===== src/sv/vlsf_pkg.sv =====
// Shared constants, codes and controller/datapath interface types of the forwarder.
// No dependencies; imported by every module of the block.
`default_nettype none
package vlsf_pkg;
    localparam int NUM_PORTS   = 4;
    localparam int PORT_W      = 2;
    localparam int TABLE_DEPTH = 512;
    localparam int TBL_IDX_W   = $clog2(TABLE_DEPTH);
    localparam int TBL_CNT_W   = $clog2(TABLE_DEPTH + 1);
    localparam int VLAN_SLOTS  = 4096;
    localparam int VID_W       = 12;
    localparam int MAC_W       = 48;
    localparam int IN_DATA_W   = 120;
    localparam int OUT_DATA_W  = 16;

    localparam logic [VID_W-1:0] VID_MAX = 12'd4092;

    localparam logic [1:0] CMD_FRAME      = 2'd0;
    localparam logic [1:0] CMD_SET_TAGGED = 2'd1;
    localparam logic [1:0] CMD_SET_UNTAG  = 2'd2;

    localparam logic [1:0] ACT_FWD    = 2'd0;
    localparam logic [1:0] ACT_STRIP  = 2'd1;
    localparam logic [1:0] ACT_INSERT = 2'd2;

    typedef struct packed {
        logic clr_step;
        logic load;
        logic setup_wr;
        logic vlan_rd;
        logic scan_start;
        logic scan_step;
        logic learn;
        logic emit;
    } t_dp_cmd;

    typedef struct packed {
        logic [1:0] cmd;
        logic       port_ok;
        logic       admit;
        logic       clr_done;
        logic       scan_done;
        logic       pend_any;
        logic       out_free;
    } t_dp_status;
endpackage
`default_nettype wire


===== src/sv/vlsf_ctrl.sv =====
// Sequencing state machine of the forwarder: clear pass, decode, admission,
// table scan, learning and decision emission. Depends on vlsf_pkg.
`default_nettype none
module vlsf_ctrl
    import vlsf_pkg::*;
(
    input  wire        i_clk,
    input  wire        i_rst_n,
    input  wire        i_s_tvalid,
    output logic       o_s_tready,
    input  t_dp_status i_status,
    output t_dp_cmd    o_cmd
);
    localparam logic [2:0] S_CLR   = 3'd0;
    localparam logic [2:0] S_IDLE  = 3'd1;
    localparam logic [2:0] S_DEC   = 3'd2;
    localparam logic [2:0] S_ADM   = 3'd3;
    localparam logic [2:0] S_SCAN  = 3'd4;
    localparam logic [2:0] S_LEARN = 3'd5;
    localparam logic [2:0] S_EMIT  = 3'd6;

    logic [2:0] r_state;
    logic [2:0] n_state;

    always_ff @(posedge i_clk) begin
        if (!i_rst_n) begin
            r_state <= S_CLR;
        end else begin
            r_state <= n_state;
        end
    end

    always_comb begin
        n_state    = r_state;
        o_cmd      = '0;
        o_s_tready = 1'b0;
        case (r_state)
            S_CLR: begin
                o_cmd.clr_step = 1'b1;
                if (i_status.clr_done) n_state = S_IDLE;
            end
            S_IDLE: begin
                o_s_tready = 1'b1;
                if (i_s_tvalid) begin
                    o_cmd.load = 1'b1;
                    n_state    = S_DEC;
                end
            end
            S_DEC: begin
                if (i_status.cmd inside {CMD_SET_TAGGED, CMD_SET_UNTAG}) begin
                    o_cmd.setup_wr = 1'b1;
                    n_state        = S_IDLE;
                end else if (i_status.cmd == CMD_FRAME && i_status.port_ok) begin
                    o_cmd.vlan_rd = 1'b1;
                    n_state       = S_ADM;
                end else begin
                    n_state = S_IDLE;
                end
            end
            S_ADM: begin
                if (i_status.admit) begin
                    o_cmd.scan_start = 1'b1;
                    n_state          = S_SCAN;
                end else begin
                    n_state = S_IDLE;
                end
            end
            S_SCAN: begin
                o_cmd.scan_step = 1'b1;
                if (i_status.scan_done) n_state = S_LEARN;
            end
            S_LEARN: begin
                o_cmd.learn = 1'b1;
                n_state     = S_EMIT;
            end
            S_EMIT: begin
                if (!i_status.pend_any) begin
                    n_state = S_IDLE;
                end else if (i_status.out_free) begin
                    o_cmd.emit = 1'b1;
                end
            end
            default: n_state = S_IDLE;
        endcase
    end
endmodule
`default_nettype wire


===== config.mk =====
export PLATFORM = sky130hd
export DESIGN_NAME = vlsf_ctrl
export DESIGN_NICKNAME = d
export VERILOG_FILES = /design/src/sv/vlsf_pkg.sv /design/src/sv/vlsf_ctrl.sv
export SDC_FILE = /design/constraint.sdc
export NUM_CORES = 1
export LEC_CHECK = 0
export BUFFER_PORTS_ARGS = -buffer_cell sky130_fd_sc_hd__buf_2
export CORE_AREA = 5 5 42 44
export CTS_BUF_LIST = sky130_fd_sc_hd__clkbuf_8
export CTS_CLUSTER_SIZE = 28
export DETAILED_ROUTE_END_ITERATION = 16
export DIE_AREA = 0 0 47 49
export HOLD_SLACK_MARGIN = 0.06
export PLACE_DENSITY = 0.56
export SLEW_MARGIN = 10
export SYNTH_ARGS = -nofsm -noshare
export SYNTH_HDL_FRONTEND = slang
export SYNTH_SLANG_ARGS = --single-unit

===== constraint.sdc =====
create_clock -name i_clk -period 1.7 [get_ports i_clk]
set_clock_uncertainty 0.1 [all_clocks]
set_input_delay 0.17 -clock i_clk [delete_from_list [all_inputs] [get_ports i_clk]]
set_output_delay 0.17 -clock i_clk [all_outputs]
set_load 0.05 [all_outputs]

==> out/metrics.cfg, run 1 <==
[route]
drt-initial-drc-count = 3
first_pass_iters = 4
wl_per_cell_um = 11.4
drcViolationCount = 0
routed_via_density = 4.76
drtAntennaViolNets = 0
wl_um = 1000
num_vias = 419

[power_and_ir_drop]
p_leak_nw = 0.261
combPwrFrac_pct = 23.1
power_density_nw_per_um2 = 664
switching_share_pct = 29.5
finalPower_mw = 0.371
netSwitchingPower_mw = 0.110
irDropWorstVdd_mv = 0.319
internal_power_mw = 0.262
clkPwrFrac_pct = 55.8
seq_power_share_pct = 21.1

[clock_network]
clk_root_buffer_cell = clkbuf_8
cts.htree.levels = 1
postCtsSetupRepairBufs = 0
insertion_delay_ns = 0.22
cts-buffers-inserted = 3
cts_tree = built
clkTransAtPathRegs_ns = 0.04
cts_buffer_depth = 2
clock_sinks = 3

[worst_setup_path]
worstSetupPathType = reg -> out
path_cells = buf_4 > nand2_2 > nor4b_2 > buf_4
cp_max_fo = 11
max_stage_delay_ns = 0.33
endpoint_kind = output pin
required_ns = 1.43
timing.critical_path.mode_cell = buf_4
start_kind = flop
arrival_ns = 1.33
reg2reg_setup_slack_ns = 0.22
slowest_stage = dfxtp_1

[finish]
drive_above_1_share_pct = 52.8
top_regs = r_state (3)
final_cell_area_sq_um = 559
insertedDiodeCount = 0
synthToLayoutAreaGrowth_pct = 58.5
final_cell_count_no_fill = 88
largest_reg_flops = 3
fin_nets = 86
top_register = r_state

[logic_synthesis]
postSynthAreaPerCell_sq_um = 7.35
ys_ff_latch = 3
synth_cell_types = 27
synth_area_sq_um = 353
syn-num-nets = 61
yosys_warnings = 0
synthCells = 48
synth_seq_area_share_pct = 17.0

[sta]
max-slew-margin-rel_pct = 76.7
rsz0062_at_grt = false
fmax_mhz = 623
final_max_slew_viol_count = 0
fin_crit_ns = 1.60
hold_viol = 0
tightest_slew_ns = 0.347
post-route-period-util_pct = 94.4
setup_viol = 0

[placement]
hpwl_um = 811
dpl-instance-area_sq_um = 504
port_buffers = 19
dp_cells = 84
gp_congestion = 0.779

[floorplan]
die_h_um = 49
start_util_pct = 25.2
die-width_um = 47
num_rows = 14
design.core.area_sq_um = 1400
design.die.area_sq_um = 2300
num_io_pins = 20

[global_routing]
grt_usage_pct = 9.91
grt_pass1_vias = 373
overflow = 0
grt_max_degree = 12
antenna_found_initial = 0
grt_pass1_wl_um = 1590

[flow_run]
max_cap_violations = 0

[status]
run_status = completed

[worst_hold_path]
hold_class = in -> reg

cells in the final DEF (no fill, tap or decap), types with 2 or more instances in the layout:
cell | synthesis | final
nand2_1 | 7 | 6
inv_2 | 2 | 2
dfxtp_2 | 0 | 2
clkbuf_8 | 0 | 3
nor2b_1 | 2 | 2
ha_1 | 2 | 2
and2_2 | 1 | 2
inv_1 | 3 | 4
o21a_1 | 2 | 2
nor2_1 | 4 | 3
nor3_1 | 3 | 3
nor4b_2 | 0 | 2
buf_2 | 1 | 17
buf_4 | 0 | 5
cell type report:
| class | instances | area (sq um) |
|---|---|---|
| Tap cell | 16 | 20.0 |
| Clock inverter | 1 | 3.75 |
| Timing Repair Buffer | 22 | 123 |
| Fill cell | 154 | 842 |
| Clock buffer | 3 | 41.3 |
| Multi-Input combinational cell | 38 | 290 |
| Sequential cell | 3 | 62.6 |
| Inverter | 5 | 18.8 |
cells in the mapped netlist (all sizes together):
library cell	count	share of area, %
nand2	7	7.4
inv	5	5.3
nor2	4	4.3
and2	3	5.7
dfxtp	3	17
nor3	3	4.3
buf	2	4.6
ha	2	7.1
nor2b	2	3.5
nor4b	2	5.0
o21a	2	4.3
a21oi	1	1.4
a221oi	1	2.5
a31oi	1	1.8
a32oi	1	2.5
nand3b	1	2.1
nor3b	1	3.5
nor4	1	3.5
o21ai	1	1.4
o22ai	1	1.8
o2bb2ai	1	2.5
o31ai	1	2.1
o32ai	1	4.6
or2	1	1.8
per-layer routing:
metal / routed length [um] / track usage [%]
met1: 470 / 12.2
met2: 433 / 12.9
met3: 82 / 2.58
met4: 17 / 9.68
met5: 0 / 0
cell families (layout without fill, tap and decap cells):
logic type	after synthesis	count (layout)	share of synthesized area [%]
and+or+nand+nor	25	25	41.1
AOI/OAI and AO/OA	11	11	24.8
buffers and inverters	7	31	9.93
DFF	3	3	17.0
adders and majority gates	2	2	7.09
what timing repair did:
| item | in CTS | in global routing |
|---|---|---|
| gates resized for setup | 1 | 5 |
| hold buffers | 0 | 0 |
| hold endpoints to repair | 0 | 0 |
| endpoints found under the setup margin | 1 | 5 |
path summary, 6_finish.rpt:
kind / end / cells past startpoint / from
setup reg to reg: r_state[0]$_SDFFE_PN0P_ / 5 / r_state[1]$_SDFFE_PN0P_
setup / recovery: o_cmd[0] / 4 / r_state[1]$_SDFFE_PN0P_
hold / removal: r_state[0]$_SDFFE_PN0P_ / 2 / i_rst_n
hold reg to reg: r_state[1]$_SDFFE_PN0P_ / 3 / r_state[0]$_SDFFE_PN0P_
power by group through the flow:
stage,registers (mW),logic (mW),clock network [mW]
floorplan,0.0761,0.0634,0
global placement,0.0792,0.0859,0
detailed placement,0.0791,0.0859,0
CTS,0.0780,0.0860,0.212
global route,0.0790,0.0928,0.230
finish,0.0785,0.0857,0.207
critical path, delay by kind of cell (launching register included):
kind	cells	cell delay, ns
DFF	1	0.33
and+or+nand+nor	2	0.35
buffers and inverters	2	0.43
through the flow:
step | worst slack (ns) | hold WS, ns | util [%] | TNS (ns)
2_1_floorplan | -0.163 | 0.188 | - | -0.521
3_3_place_gp | 0.202 | 0.327 | 36.0 | 0
3_5_place_dp | 0.179 | 0.324 | 36.0 | 0
4_1_cts | 0.0408 | 0.0967 | 39.4 | 0
5_1_grt | 0.0297 | 0.118 | 39.9 | 0
6_report | 0.0951 | 0.102 | 39.9 | 0
No activity file was read; power rests on OpenSTA's default activity.
==> run 2: changes to the inputs <==
Settings changed: CORE_AREA 5 5 42 44 to 2 2 39 41, DIE_AREA 0 0 47 49 to 0 0 41 43, SETUP_SLACK_MARGIN set to 0.3.
==> out/metrics.cfg, run 2 (synthesis results as in run 1) <==
[status]
run_status = completed  ; unchanged

[worst_setup_path]
slowest_stage = dfxtp_4  ; was dfxtp_1
cp_max_fo = 9  ; was 11
cp.buffers_inverters = 2  ; unchanged
start_kind = flop  ; unchanged
path_cells = inv_6 > nor4b_4 > buf_6  ; was buf_4 > nand2_2 > nor4b_2 > buf_4
endpoint_kind = output pin  ; unchanged
required_ns = 1.43  ; about the same
arrival_ns = 1.20  ; was 1.33 ns
max_stage_delay_ns = 0.44  ; was 0.33 ns
critPathTopFamily = flip-flops  ; was buffers and inverters
worstSetupPathType = reg -> out  ; unchanged

[sta]
rsz0062_at_grt = true  ; was false
max-slew-margin-rel_pct = 81.0  ; was 76.7%
fmax_mhz = 682  ; was 623 MHz
setup_tns_ns = 0  ; unchanged
tightest_slew_ns = 0.283  ; was 0.347 ns
fin_crit_ns = 1.47  ; was 1.60 ns
setup_viol = 0  ; unchanged
post-route-period-util_pct = 86.2  ; was 94.4%
final_max_slew_viol_count = 0  ; unchanged
hold_viol = 0  ; unchanged
setup_slack_ns = 0.235  ; was 0.0951 ns

[clock_network]
cts_buffer_depth = 2  ; unchanged
clock_sinks = 3  ; unchanged
cts-buffers-inserted = 3  ; unchanged
clkTransAtPathRegs_ns = 0.03  ; was 0.04 ns
cts_tree = built  ; unchanged
insertion_delay_ns = 0.21  ; was 0.22 ns
clk_root_buffer_cell = clkbuf_8  ; unchanged
cts_hold_buf = 0  ; unchanged
cts.htree.levels = 1  ; unchanged

[route]
wl_um = 1160  ; was 1000 um
first_pass_iters = 2  ; was 4
drtAntennaViolNets = 0  ; unchanged
routed_via_density = 4.86  ; was 4.76
drt-initial-drc-count = 2  ; was 3
drcViolationCount = 0  ; unchanged
num_vias = 452  ; was 419
wl_per_cell_um = 12.5  ; was 11.4 um

[power_and_ir_drop]
netSwitchingPower_mw = 0.114  ; was 0.110 mW
clkPwrFrac_pct = 49.3  ; was 55.8%
p_leak_nw = 0.312  ; was 0.261 nW
switching_share_pct = 28.8  ; was 29.5%
combPwrFrac_pct = 30.6  ; was 23.1%
internal_power_mw = 0.282  ; was 0.262 mW
seq_power_share_pct = 20.1  ; was 21.1%
irDropWorstVdd_mv = 0.357  ; was 0.319 mV
power_density_nw_per_um2 = 516  ; was 664 nW/um^2

[global_routing]
grt_pass1_vias = 465  ; was 373
grt_max_degree = 11  ; was 12
grt_usage_pct = 15.6  ; was 9.91%
antenna_found_initial = 0  ; unchanged
grt_pass1_wl_um = 1860  ; was 1590 um
overflow = 0  ; unchanged

[floorplan]
design.die.area_sq_um = 1760  ; was 2300 sq um
die-width_um = 41  ; was 47 um
design.core.area_sq_um = 1380  ; was 1400 sq um
die_h_um = 43  ; was 49 um
start_util_pct = 25.5  ; was 25.2%
num_io_pins = 20  ; unchanged
num_rows = 14  ; unchanged

[finish]
final_cell_count_no_fill = 93  ; was 88
fin_nets = 91  ; was 86
synthToLayoutAreaGrowth_pct = 118  ; was 58.5%
final_cell_mix = buf_2 (9), buf_4 (8), buf_6 (7)  ; was buf_2 (17), nand2_1 (6), buf_4 (5)
top_register = r_state  ; unchanged
largest_reg_flops = 3  ; unchanged
top_regs = r_state (3)  ; unchanged
final_common_cell = buf_2  ; unchanged
insertedDiodeCount = 0  ; unchanged
drive_above_1_share_pct = 72.7  ; was 52.8%

[flow_run]
max_cap_violations = 0  ; unchanged

[placement]
gp_congestion = 0.819  ; was 0.779
hpwl_um = 763  ; was 811 um
dp_cells = 82  ; was 84
port_buffers = 19  ; unchanged
place_ws_ns = 0.228  ; was 0.179 ns

[worst_hold_path]
hold_class = in -> reg  ; unchanged

run 2: cell types whose count changed in the layout (fill, tap and decap cells not counted), moves of 3 or more:
cell     change
buf_2        -8
buf_4        +3
buf_6        +7
dfxtp_4      +3
inv_1        -3
run 2: stage by stage:
stage	hold WS [ns]	util [%]	area [sq um]	power, mW
global placement	0.311	40.5	561	0.174
global route	0.134	55.5	768	0.424
floorplan	0.187	-	464	0.154
finish	0.111	55.5	768	0.396
CTS	0.0867	51.3	709	0.392
detailed placement	0.307	40.5	561	0.174
run 2: worst reg2reg max path: stages, from the launching register on:
cell      delay (ns)
dfxtp_4         0.35
buf_12          0.15
or2_1           0.25
a21oi_2         0.16
a221oi_1        0.11
o21a_1          0.17
run 2: timing repair:
action,CTS,global route
buffers inserted,4,3
endpoints found under the setup margin,10,12
resized for setup,25,9
pin swaps,1,1
run 2: per-layer routing:
metal,global-route usage (%),vias up,wire length (um)
li1,-,231,-
met1,18.5,208,441
met2,25.0,13,663
met3,1.57,0,53
met4,10.0,0,0
met5,0,-,0
run 2: layout make-up:
cell class,instances,area [sq um]
Fill cell,122,616
Multi-Input combinational cell,38,374
Timing Repair Buffer,27,226
Sequential cell,3,71.3
Clock buffer,3,41.3
Inverter,5,31.3
Tap cell,16,20.0
Clock inverter,1,3.75
run 2: final timing paths:
path                           startpoint                      end  slack (ns)  cells after the start
setup reg to reg  r_state[1]$_SDFFE_PN0P_  r_state[0]$_SDFFE_PN0P_        0.30                      5
hold / removal                    i_rst_n  r_state[0]$_SDFFE_PN0P_        0.11                      2
hold reg to reg   r_state[1]$_SDFFE_PN0P_  r_state[1]$_SDFFE_PN0P_        0.52                      2
setup / recovery  r_state[2]$_SDFFE_PN0P_                 o_cmd[0]        0.23                      3
run 2: power groups by stage:
stage               clock [mW]  combinational, mW  sequential (mW)
finish                   0.195              0.121           0.0796
global route             0.213              0.131           0.0802
CTS                      0.202              0.111           0.0792
detailed placement           0             0.0888           0.0852
global placement             0             0.0888           0.0856
floorplan                    0             0.0784           0.0760
